[src/dpm_pkg.sv]
// Shared types, widths and register map for the differential drive PID mixer.
// No dependencies; every other file refers to this package by scoped names.
`timescale 1ns / 1ps

package dpm_pkg;

    // Field widths
    localparam int ERR_W      = 8;
    localparam int INT_W      = 24;
    localparam int GAIN_W     = 24;
    localparam int DRV_W      = 16;
    localparam int FRAC_BITS  = 8;

    // Derived arithmetic widths (gains enter the multipliers as signed, one bit wider)
    localparam int DELTA_W     = ERR_W + 1;
    localparam int KP_PROD_W   = GAIN_W + 1 + ERR_W;
    localparam int KI_PROD_W   = GAIN_W + 1 + INT_W;
    localparam int KD_PROD_W   = GAIN_W + 1 + DELTA_W;
    localparam int DIFF_ACC_W  = KI_PROD_W + 2;
    localparam int DIFF_W      = DIFF_ACC_W - FRAC_BITS;
    localparam int BASE_ACC_W  = KD_PROD_W + 1;
    localparam int BASE_Q_W    = BASE_ACC_W - FRAC_BITS;
    localparam int BASE_W      = BASE_Q_W + 1;
    localparam int MIX_W       = DIFF_W + 1;
    localparam int TRUNC_BIAS  = 2 ** FRAC_BITS - 1;

    // Stream and bus widths
    localparam int S_TDATA_W   = ((2 * ERR_W + 7) / 8) * 8;
    localparam int M_TDATA_W   = ((2 * DRV_W + 7) / 8) * 8;
    localparam int PDATA_W     = 32;
    localparam int PADDR_W     = 5;
    localparam int REG_IDX_W   = 3;
    localparam int PIPE_DEPTH  = 4;

    // Reset values
    localparam logic [GAIN_W-1:0] DIFF_KP_RST     = GAIN_W'(96000);
    localparam logic [GAIN_W-1:0] DIFF_KI_RST     = GAIN_W'(177);
    localparam logic [GAIN_W-1:0] DIFF_KD_RST     = GAIN_W'(192000);
    localparam logic [GAIN_W-1:0] BASE_KP_RST     = GAIN_W'(15104);
    localparam logic [GAIN_W-1:0] BASE_KD_RST     = GAIN_W'(8960);
    localparam logic [DRV_W-1:0]  BASE_OFFSET_RST = DRV_W'(2300);
    localparam logic [DRV_W-1:0]  OUT_MAX_RST     = DRV_W'(7200);

    typedef enum logic [REG_IDX_W-1:0] {
        REG_DIFF_KP     = 3'd0,
        REG_DIFF_KI     = 3'd1,
        REG_DIFF_KD     = 3'd2,
        REG_BASE_KP     = 3'd3,
        REG_BASE_KD     = 3'd4,
        REG_BASE_OFFSET = 3'd5,
        REG_OUT_MAX     = 3'd6
    } reg_idx_t;

    typedef struct packed {
        logic [GAIN_W-1:0] diff_kp;
        logic [GAIN_W-1:0] diff_ki;
        logic [GAIN_W-1:0] diff_kd;
        logic [GAIN_W-1:0] base_kp;
        logic [GAIN_W-1:0] base_kd;
        logic [DRV_W-1:0]  base_offset;
        logic [DRV_W-1:0]  out_max;
    } cfg_t;

    // Errors, updated integral and deltas of one tick
    typedef struct packed {
        logic signed [ERR_W-1:0]   steer;
        logic signed [ERR_W-1:0]   speed;
        logic signed [INT_W-1:0]   integ;
        logic signed [DELTA_W-1:0] steer_delta;
        logic signed [DELTA_W-1:0] speed_delta;
    } err_beat_t;

    // Gain products of one tick
    typedef struct packed {
        logic signed [KP_PROD_W-1:0] diff_p;
        logic signed [KI_PROD_W-1:0] diff_i;
        logic signed [KD_PROD_W-1:0] diff_d;
        logic signed [KP_PROD_W-1:0] base_p;
        logic signed [KD_PROD_W-1:0] base_d;
    } prod_beat_t;

    // Differential and base terms after scaling
    typedef struct packed {
        logic signed [DIFF_W-1:0] diff;
        logic signed [BASE_W-1:0] base;
    } term_beat_t;

endpackage

[src/dpm_cfg_regs.sv]
// APB register file holding the gains, base offset and output limit.
// Depends on dpm_pkg.
`timescale 1ns / 1ps

module dpm_cfg_regs
(
    input  logic                        clk,
    input  logic                        rst_n,
    input  logic                        psel,
    input  logic                        penable,
    input  logic                        pwrite,
    input  logic [dpm_pkg::PADDR_W-1:0] paddr,
    input  logic [dpm_pkg::PDATA_W-1:0] pwdata,
    output logic [dpm_pkg::PDATA_W-1:0] prdata,
    output logic                        pready,
    output dpm_pkg::cfg_t               cfg
);

    dpm_pkg::cfg_t     cfg_reg;
    dpm_pkg::reg_idx_t idx;
    logic              wr_en;

    assign idx    = dpm_pkg::reg_idx_t'(paddr[dpm_pkg::PADDR_W-1:2]);
    assign wr_en  = psel && penable && pwrite;
    assign pready = 1'b1;
    assign cfg    = cfg_reg;

    always_ff @(posedge clk or negedge rst_n)
    begin
        if (!rst_n)
        begin
            cfg_reg.diff_kp     <= dpm_pkg::DIFF_KP_RST;
            cfg_reg.diff_ki     <= dpm_pkg::DIFF_KI_RST;
            cfg_reg.diff_kd     <= dpm_pkg::DIFF_KD_RST;
            cfg_reg.base_kp     <= dpm_pkg::BASE_KP_RST;
            cfg_reg.base_kd     <= dpm_pkg::BASE_KD_RST;
            cfg_reg.base_offset <= dpm_pkg::BASE_OFFSET_RST;
            cfg_reg.out_max     <= dpm_pkg::OUT_MAX_RST;
        end
        else if (wr_en)
        begin
            case (idx)
                dpm_pkg::REG_DIFF_KP:     cfg_reg.diff_kp     <= pwdata[dpm_pkg::GAIN_W-1:0];
                dpm_pkg::REG_DIFF_KI:     cfg_reg.diff_ki     <= pwdata[dpm_pkg::GAIN_W-1:0];
                dpm_pkg::REG_DIFF_KD:     cfg_reg.diff_kd     <= pwdata[dpm_pkg::GAIN_W-1:0];
                dpm_pkg::REG_BASE_KP:     cfg_reg.base_kp     <= pwdata[dpm_pkg::GAIN_W-1:0];
                dpm_pkg::REG_BASE_KD:     cfg_reg.base_kd     <= pwdata[dpm_pkg::GAIN_W-1:0];
                dpm_pkg::REG_BASE_OFFSET: cfg_reg.base_offset <= pwdata[dpm_pkg::DRV_W-1:0];
                dpm_pkg::REG_OUT_MAX:     cfg_reg.out_max     <= pwdata[dpm_pkg::DRV_W-1:0];
                default: ;
            endcase
        end
    end

    always_comb
    begin
        case (idx)
            dpm_pkg::REG_DIFF_KP:     prdata = dpm_pkg::PDATA_W'(cfg_reg.diff_kp);
            dpm_pkg::REG_DIFF_KI:     prdata = dpm_pkg::PDATA_W'(cfg_reg.diff_ki);
            dpm_pkg::REG_DIFF_KD:     prdata = dpm_pkg::PDATA_W'(cfg_reg.diff_kd);
            dpm_pkg::REG_BASE_KP:     prdata = dpm_pkg::PDATA_W'(cfg_reg.base_kp);
            dpm_pkg::REG_BASE_KD:     prdata = dpm_pkg::PDATA_W'(cfg_reg.base_kd);
            dpm_pkg::REG_BASE_OFFSET: prdata = dpm_pkg::PDATA_W'(cfg_reg.base_offset);
            dpm_pkg::REG_OUT_MAX:     prdata = dpm_pkg::PDATA_W'(cfg_reg.out_max);
            default:                  prdata = '0;
        endcase
    end

endmodule

[src/dpm_err_stage.sv]
// Input stage: controller state (saturating integral, last errors) and error deltas.
// Depends on dpm_pkg.
`timescale 1ns / 1ps

module dpm_err_stage
(
    input  logic                      clk,
    input  logic                      rst_n,
    input  logic                      in_valid,
    output logic                      in_ready,
    input  logic [dpm_pkg::ERR_W-1:0] in_steer,
    input  logic [dpm_pkg::ERR_W-1:0] in_speed,
    output logic                      out_valid,
    input  logic                      out_ready,
    output dpm_pkg::err_beat_t        out_beat
);

    localparam logic signed [dpm_pkg::INT_W-1:0] INT_MAX = {1'b0, {(dpm_pkg::INT_W-1){1'b1}}};
    localparam logic signed [dpm_pkg::INT_W-1:0] INT_MIN = {1'b1, {(dpm_pkg::INT_W-1){1'b0}}};

    logic signed [dpm_pkg::INT_W-1:0] steer_integral_reg, steer_integral_next;
    logic signed [dpm_pkg::ERR_W-1:0] steer_last_reg;
    logic signed [dpm_pkg::ERR_W-1:0] speed_last_reg;
    logic signed [dpm_pkg::INT_W:0]   integ_sum;
    logic                             valid_reg;
    logic                             accept;
    dpm_pkg::err_beat_t               beat_reg, beat_next;

    assign in_ready  = !valid_reg || out_ready;
    assign accept    = in_valid && in_ready;
    assign out_valid = valid_reg;
    assign out_beat  = beat_reg;

    always_comb
    begin
        integ_sum = (dpm_pkg::INT_W+1)'(steer_integral_reg)
                  + (dpm_pkg::INT_W+1)'($signed(in_steer));
        // clip when the two top bits disagree
        if (integ_sum[dpm_pkg::INT_W] != integ_sum[dpm_pkg::INT_W-1])
            steer_integral_next = integ_sum[dpm_pkg::INT_W] ? INT_MIN : INT_MAX;
        else
            steer_integral_next = integ_sum[dpm_pkg::INT_W-1:0];

        beat_next.steer       = in_steer;
        beat_next.speed       = in_speed;
        beat_next.integ       = steer_integral_next;
        beat_next.steer_delta = dpm_pkg::DELTA_W'($signed(in_steer))
                              - dpm_pkg::DELTA_W'(steer_last_reg);
        beat_next.speed_delta = dpm_pkg::DELTA_W'($signed(in_speed))
                              - dpm_pkg::DELTA_W'(speed_last_reg);
    end

    always_ff @(posedge clk or negedge rst_n)
    begin
        if (!rst_n)
        begin
            valid_reg          <= 1'b0;
            steer_integral_reg <= '0;
            steer_last_reg     <= '0;
            speed_last_reg     <= '0;
        end
        else
        begin
            if (in_ready)
                valid_reg <= in_valid;
            if (accept)
            begin
                steer_integral_reg <= steer_integral_next;
                steer_last_reg     <= in_steer;
                speed_last_reg     <= in_speed;
            end
        end
    end

    always_ff @(posedge clk)
    begin
        if (accept)
            beat_reg <= beat_next;
    end

endmodule

[src/dpm_mult_stage.sv]
// Multiply stage: the five gain products, one multiplier each, registered.
// Depends on dpm_pkg.
`timescale 1ns / 1ps

module dpm_mult_stage
(
    input  logic               clk,
    input  logic               rst_n,
    input  dpm_pkg::cfg_t      cfg,
    input  logic               in_valid,
    output logic               in_ready,
    input  dpm_pkg::err_beat_t in_beat,
    output logic               out_valid,
    input  logic               out_ready,
    output dpm_pkg::prod_beat_t out_beat
);

    logic                valid_reg;
    dpm_pkg::prod_beat_t beat_reg, beat_next;

    assign in_ready  = !valid_reg || out_ready;
    assign out_valid = valid_reg;
    assign out_beat  = beat_reg;

    always_comb
    begin
        beat_next.diff_p = dpm_pkg::KP_PROD_W'($signed({1'b0, cfg.diff_kp}))
                         * dpm_pkg::KP_PROD_W'(in_beat.steer);
        beat_next.diff_i = dpm_pkg::KI_PROD_W'($signed({1'b0, cfg.diff_ki}))
                         * dpm_pkg::KI_PROD_W'(in_beat.integ);
        beat_next.diff_d = dpm_pkg::KD_PROD_W'($signed({1'b0, cfg.diff_kd}))
                         * dpm_pkg::KD_PROD_W'(in_beat.steer_delta);
        beat_next.base_p = dpm_pkg::KP_PROD_W'($signed({1'b0, cfg.base_kp}))
                         * dpm_pkg::KP_PROD_W'(in_beat.speed);
        beat_next.base_d = dpm_pkg::KD_PROD_W'($signed({1'b0, cfg.base_kd}))
                         * dpm_pkg::KD_PROD_W'(in_beat.speed_delta);
    end

    always_ff @(posedge clk or negedge rst_n)
    begin
        if (!rst_n)
            valid_reg <= 1'b0;
        else if (in_ready)
            valid_reg <= in_valid;
    end

    always_ff @(posedge clk)
    begin
        if (in_valid && in_ready)
            beat_reg <= beat_next;
    end

endmodule

[src/dpm_sum_stage.sv]
// Sum stage: PID and PD sums, truncating divide by 256, base offset added.
// Depends on dpm_pkg.
`timescale 1ns / 1ps

module dpm_sum_stage
(
    input  logic                      clk,
    input  logic                      rst_n,
    input  logic [dpm_pkg::DRV_W-1:0] base_offset,
    input  logic                      in_valid,
    output logic                      in_ready,
    input  dpm_pkg::prod_beat_t       in_beat,
    output logic                      out_valid,
    input  logic                      out_ready,
    output dpm_pkg::term_beat_t       out_beat
);

    logic signed [dpm_pkg::DIFF_ACC_W-1:0] diff_acc, diff_rnd;
    logic signed [dpm_pkg::BASE_ACC_W-1:0] base_acc, base_rnd;
    logic signed [dpm_pkg::BASE_Q_W-1:0]   base_q;
    logic                                  valid_reg;
    dpm_pkg::term_beat_t                   beat_reg, beat_next;

    assign in_ready  = !valid_reg || out_ready;
    assign out_valid = valid_reg;
    assign out_beat  = beat_reg;

    always_comb
    begin
        diff_acc = dpm_pkg::DIFF_ACC_W'(in_beat.diff_p)
                 + dpm_pkg::DIFF_ACC_W'(in_beat.diff_i)
                 + dpm_pkg::DIFF_ACC_W'(in_beat.diff_d);
        // bias negatives so the shift rounds toward zero
        diff_rnd = diff_acc + (diff_acc[dpm_pkg::DIFF_ACC_W-1]
                 ? dpm_pkg::DIFF_ACC_W'(dpm_pkg::TRUNC_BIAS) : '0);

        base_acc = dpm_pkg::BASE_ACC_W'(in_beat.base_d)
                 - dpm_pkg::BASE_ACC_W'(in_beat.base_p);
        base_rnd = base_acc + (base_acc[dpm_pkg::BASE_ACC_W-1]
                 ? dpm_pkg::BASE_ACC_W'(dpm_pkg::TRUNC_BIAS) : '0);
        base_q   = base_rnd[dpm_pkg::BASE_ACC_W-1:dpm_pkg::FRAC_BITS];

        beat_next.diff = diff_rnd[dpm_pkg::DIFF_ACC_W-1:dpm_pkg::FRAC_BITS];
        beat_next.base = dpm_pkg::BASE_W'(base_q)
                       + dpm_pkg::BASE_W'($signed({1'b0, base_offset}));
    end

    always_ff @(posedge clk or negedge rst_n)
    begin
        if (!rst_n)
            valid_reg <= 1'b0;
        else if (in_ready)
            valid_reg <= in_valid;
    end

    always_ff @(posedge clk)
    begin
        if (in_valid && in_ready)
            beat_reg <= beat_next;
    end

endmodule

[src/dpm_mix_stage.sv]
// Mix stage: left = base + diff, right = base - diff, clamped to 0..out_max.
// Holds the output register. Depends on dpm_pkg.
`timescale 1ns / 1ps

module dpm_mix_stage
(
    input  logic                      clk,
    input  logic                      rst_n,
    input  logic [dpm_pkg::DRV_W-1:0] out_max,
    input  logic                      in_valid,
    output logic                      in_ready,
    input  dpm_pkg::term_beat_t       in_beat,
    output logic                      out_valid,
    input  logic                      out_ready,
    output logic [dpm_pkg::DRV_W-1:0] left_drive,
    output logic [dpm_pkg::DRV_W-1:0] right_drive
);

    function automatic logic [dpm_pkg::DRV_W-1:0] clamp_drive
    (
        input logic signed [dpm_pkg::MIX_W-1:0] v,
        input logic [dpm_pkg::DRV_W-1:0]        lim
    );
        logic [dpm_pkg::DRV_W-1:0] res;
        if (v[dpm_pkg::MIX_W-1])
            res = '0;
        else if ((|v[dpm_pkg::MIX_W-2:dpm_pkg::DRV_W]) || (v[dpm_pkg::DRV_W-1:0] > lim))
            res = lim;
        else
            res = v[dpm_pkg::DRV_W-1:0];
        return res;
    endfunction

    logic signed [dpm_pkg::MIX_W-1:0] left_sum, right_sum;
    logic                             valid_reg;
    logic [dpm_pkg::DRV_W-1:0]        left_reg, right_reg;

    assign in_ready    = !valid_reg || out_ready;
    assign out_valid   = valid_reg;
    assign left_drive  = left_reg;
    assign right_drive = right_reg;

    assign left_sum  = dpm_pkg::MIX_W'(in_beat.base) + dpm_pkg::MIX_W'(in_beat.diff);
    assign right_sum = dpm_pkg::MIX_W'(in_beat.base) - dpm_pkg::MIX_W'(in_beat.diff);

    always_ff @(posedge clk or negedge rst_n)
    begin
        if (!rst_n)
            valid_reg <= 1'b0;
        else if (in_ready)
            valid_reg <= in_valid;
    end

    always_ff @(posedge clk)
    begin
        if (in_valid && in_ready)
        begin
            left_reg  <= clamp_drive(left_sum, out_max);
            right_reg <= clamp_drive(right_sum, out_max);
        end
    end

endmodule

[src/differential_drive_pid_mixer.sv]
// Differential drive PID mixer: steering PID plus speed PD, mixed into two wheel drives.
// A beat moves through four register stages (input/state, multiply, sum, mix/output), each of
// which holds one beat, so a new beat is taken every clock while the output is not stalled.
// A result is presented once its beat reaches the mix/output register and can leave when the
// output side is not stalled. One beat per cycle holds because every stage reloads in the
// same cycle its beat moves on; back pressure stalls only the stages that are full. The
// controller state (integral, last errors) is updated as each input beat is accepted. Gains
// are unsigned Q16.8; each PID sum is divided by 256 with truncation toward zero; the
// integral saturates at its signed 24-bit limits. The user must write registers over APB
// only while the block is idle; the block does not enforce this. There is no clearing pass.
// Depends on dpm_pkg and the dpm_* stage modules.
`timescale 1ns / 1ps

module differential_drive_pid_mixer
(
    input  logic                          clk,
    input  logic                          rst_n,

    // Input beats
    input  logic                          s_axis_tvalid,
    output logic                          s_axis_tready,
    input  logic [dpm_pkg::S_TDATA_W-1:0] s_axis_tdata,  // steering_error, speed_error

    // Result beats
    output logic                          m_axis_tvalid,
    input  logic                          m_axis_tready,
    output logic [dpm_pkg::M_TDATA_W-1:0] m_axis_tdata,  // left_drive, right_drive

    // Register port
    input  logic                          psel,
    input  logic                          penable,
    input  logic                          pwrite,
    input  logic [dpm_pkg::PADDR_W-1:0]   paddr,
    input  logic [dpm_pkg::PDATA_W-1:0]   pwdata,
    output logic [dpm_pkg::PDATA_W-1:0]   prdata,
    output logic                          pready
);

    dpm_pkg::cfg_t       cfg;
    dpm_pkg::err_beat_t  err_beat;
    dpm_pkg::prod_beat_t prod_beat;
    dpm_pkg::term_beat_t term_beat;
    logic                err_valid, err_ready;
    logic                prod_valid, prod_ready;
    logic                term_valid, term_ready;
    logic [dpm_pkg::DRV_W-1:0] left_drive, right_drive;

    dpm_cfg_regs u_cfg
    (
        .clk     (clk),
        .rst_n   (rst_n),
        .psel    (psel),
        .penable (penable),
        .pwrite  (pwrite),
        .paddr   (paddr),
        .pwdata  (pwdata),
        .prdata  (prdata),
        .pready  (pready),
        .cfg     (cfg)
    );

    // Stage 1: state update and deltas
    dpm_err_stage u_err
    (
        .clk       (clk),
        .rst_n     (rst_n),
        .in_valid  (s_axis_tvalid),
        .in_ready  (s_axis_tready),
        .in_steer  (s_axis_tdata[dpm_pkg::ERR_W-1:0]),
        .in_speed  (s_axis_tdata[2*dpm_pkg::ERR_W-1:dpm_pkg::ERR_W]),
        .out_valid (err_valid),
        .out_ready (err_ready),
        .out_beat  (err_beat)
    );

    // Stage 2: gain products
    dpm_mult_stage u_mult
    (
        .clk       (clk),
        .rst_n     (rst_n),
        .cfg       (cfg),
        .in_valid  (err_valid),
        .in_ready  (err_ready),
        .in_beat   (err_beat),
        .out_valid (prod_valid),
        .out_ready (prod_ready),
        .out_beat  (prod_beat)
    );

    // Stage 3: sums, truncation, base offset
    dpm_sum_stage u_sum
    (
        .clk         (clk),
        .rst_n       (rst_n),
        .base_offset (cfg.base_offset),
        .in_valid    (prod_valid),
        .in_ready    (prod_ready),
        .in_beat     (prod_beat),
        .out_valid   (term_valid),
        .out_ready   (term_ready),
        .out_beat    (term_beat)
    );

    // Stage 4: mix, clamp, output register
    dpm_mix_stage u_mix
    (
        .clk         (clk),
        .rst_n       (rst_n),
        .out_max     (cfg.out_max),
        .in_valid    (term_valid),
        .in_ready    (term_ready),
        .in_beat     (term_beat),
        .out_valid   (m_axis_tvalid),
        .out_ready   (m_axis_tready),
        .left_drive  (left_drive),
        .right_drive (right_drive)
    );

    assign m_axis_tdata = dpm_pkg::M_TDATA_W'({right_drive, left_drive});

endmodule

[config.mk]
export PLATFORM = sky130hd
export DESIGN_NAME = differential_drive_pid_mixer
export DESIGN_NICKNAME = d
export VERILOG_FILES = /design/src/dpm_pkg.sv /design/src/dpm_cfg_regs.sv /design/src/dpm_err_stage.sv /design/src/dpm_mult_stage.sv /design/src/dpm_sum_stage.sv /design/src/dpm_mix_stage.sv /design/src/differential_drive_pid_mixer.sv
export SDC_FILE = /design/constraint.sdc
export NUM_CORES = 2
export LEC_CHECK = 0
export BUFFER_PORTS_ARGS = -buffer_cell sky130_fd_sc_hd__buf_2
export CELL_PAD_IN_SITES_DETAIL_PLACEMENT = 1
export CELL_PAD_IN_SITES_GLOBAL_PLACEMENT = 2
export CORE_ASPECT_RATIO = 0.8
export CORE_MARGIN = 3
export CORE_UTILIZATION = 43
export CTS_CLUSTER_DIAMETER = 120
export DETAILED_ROUTE_END_ITERATION = 12
export PLACE_DENSITY_LB_ADDON = 0.08
export SYNTH_ARGS = -nofsm -noshare
export SYNTH_HDL_FRONTEND = slang
export SYNTH_SLANG_ARGS = --single-unit
[constraint.sdc]
create_clock -name clk -period 10.5 [get_ports clk]
set_input_delay 0.525 -clock clk [delete_from_list [all_inputs] [get_ports clk]]
set_output_delay 0.525 -clock clk [all_outputs]
set_load 0.005 [all_outputs]
==> reports/results.ini <==
[yosys]
synth_flop_cell=edfxtp_1
async_flop_share_pct=36.3
synth_top_cell_by_area=fa_1
synth_area_mm2=0.0804
yosysMostFrequentCell=inv_1
syn_avg_cell_area_um2=9.43
synth_edf_count=344
syn_inst=8519
yosysUniqueCellTypes=92
ys.warnings.count=0
ys_ff_latch=540
synth_area_leaders=fa_1, edfxtp_1, ha_1, inv_1, and2_1
yosysTopAreaCellShare_pct=27.8
ys_top_cells_by_count=inv_1, fa_1, nand2_1, ha_1, and2_1
seq_area_frac_synth_pct=19.0

[placed_design]
place.gp.congestion=0.929
place_hpwl_um=215000
io_buffers=107

[critical_path]
r2r-start=u_cfg.cfg[119]
crit_slowest_cell=o31ai_1
cpPeakStageDelay_ns=1.11
crit_type=register to register
path_common_cell=fa_1
arrival_ns=9.96
r2r.worst_path.cells=31
r2r_slack_ns=0.96
rr_endpoint=u_mult.out_beat[149]
cp-start-kind=register
endpoint_kind=register
crit_required_ns=10.93
cp_max_fo=16

[die]
die_h_um=393
core_mm2=0.185
dieArea_mm2=0.192
die_w_um=489
ios=127
num_rows=141
initial_core_util_pct=43.4

[worst_hold_path]
whs_endpoint=u_err.out_beat[44]
hold_class=input port to register
holdPathStages=1
min_from=s_axis_tdata[10]

[timing]
drv_slew=0
finalSetupTns_ns=0
worst-slew-pin-transition_ns=1.37
finalHoldViolCount=0
setup_viol=0
fmax_ghz=0.105
finalCritPeriodShare_pct=90.8
clock_skew_ns=0.0493
rsz0062_at_grt=no
relSlewSlack_pct=7.87
min_period_ns=9.54

[drt]
wire_per_inst_um=24.0
wl_met1_um=127000
route.met2.wl_um=113000
via_per_inst=5.54
topRoutingLayerUsed=met5
num_vias=60651
drtIter0Drc=4138
wl_met3_um=17700
dr.pass1.iters=5
routed_wl_um=262000
drc=0
ant_nets=0

[global_route]
antenna_found_initial=44
grt_usage_pct=27.6
grt_pass1_vias=64335
grt_overflow=0
grt_pass1_wl_um=401000
grt_max_degree=107

[clock_tree]
cts_tree=built
clock_latency_ns=0.70
cts_setup_buffers=0
cts-root-buf=clkbuf_16
clk_pin_slew_ns=0.06
cts_sinks=540
h-tree-depth=3
numCtsBuffers=67
clockBufferDepth=3

[layout]
largest_reg_flops=183
fin_nets=10416
drive_above_1_share_pct=7.03
area_growth_pct=6.78

[outcome]
status=complete, no violations

[run]
cap_violations=0

[area by class of cell]
class                   count  area, um2
clock inverters            37        502
well taps                2431       3040
clock buffers              87       1840
repair buffers            209       1320
multi-input cells        6179      58300
inverters                1454       5460
flip-flops and latches    540      15300
fillers                 21008      99400
diodes                     14       35.0
[metal layers]
metal | up-vias | track usage (%)
met4 | 2 | 5.24
met1 | 31730 | 41.7
met3 | 213 | 4.84
met2 | 1367 | 41.3
met5 | - | 0
li1 | 27339 | -
[critical path: cells and delay by family, from the launching register on]
| kind | cells | cell delay [ns] |
|---|---|---|
| AND/OR/NAND/NOR | 3 | 0.42 |
| AO/OA/AOI/OAI | 11 | 3.17 |
| flip-flops | 1 | 1.08 |
| buffers and inverters | 8 | 0.72 |
| adder cells (fa/ha/maj) | 8 | 3.77 |
| XOR/XNOR | 1 | 0.13 |
[placed cells by master, fill, tap and decap left out, types with 39 or more instances in the layout]
cell type	instances
dfrtp_1	153
a21oi_1	324
a211oi_1	46
o21a_1	47
nor2b_1	71
buf_2	106
inv_1	1452
nand2b_1	168
o21ai_0	265
a21o_1	148
fa_1	1115
nor2_1	321
nand4_1	40
ha_1	790
and2_1	687
edfxtp_1	344
a31oi_1	39
mux2i_1	50
nand2_1	847
nand3_1	99
mux2_2	170
xnor2_1	224
xor2_1	117
o21bai_1	55
clkbuf_16	68
nor3_1	96
buf_4	99
[cells by family (layout without fill, tap and decap cells)]
family,Yosys count,after routing,synth area share [%]
DFF,540,540,19.0
AOI/OAI and AO/OA,1178,1178,9.48
muxes,237,237,3.48
xor gates and xnor gates,341,341,3.72
other,2,23,0.00934
buffers and inverters,1807,1787,8.49
and+or+nand+nor,2506,2506,15.7
adders and majority gates,1908,1908,40.1
[through the flow]
step,setup WS (ns),hold WS [ns],instances,area [um2],utilization (%)
2_1_floorplan,2.95,0.229,8526,80400,-
3_3_place_gp,1.25,0.470,10810,83400,45.0
3_5_place_dp,1.09,0.488,10810,83400,45.0
4_1_cts,1.11,0.00171,10937,85800,46.3
5_1_grt,0.539,0.0143,10944,85800,46.3
6_report,0.963,0.0562,10951,85800,46.3
[worst max path at each step]
stage / startpoint / endpoint / depth (start not counted)
floorplan: u_err.out_beat[18] / u_mult.out_beat[148] / 28
global placement: u_cfg.cfg[119] / u_mult.out_beat[149] / 31
detailed placement: u_cfg.cfg[119] / u_mult.out_beat[149] / 31
CTS: u_cfg.cfg[119] / u_mult.out_beat[149] / 31
global route: u_mult.out_beat[0] / u_sum.out_beat[25] / 33
finish: u_cfg.cfg[119] / u_mult.out_beat[149] / 31
[timing repair]
item                                    CTS  global route
gates resized for setup                   0             0
endpoints found under the setup margin    0             0
hold buffers                              3             0
endpoints found under the hold margin    81             0
Power is not shown: default switching activity piles up to over one toggle a cycle in this logic, so the estimate is an artifact.
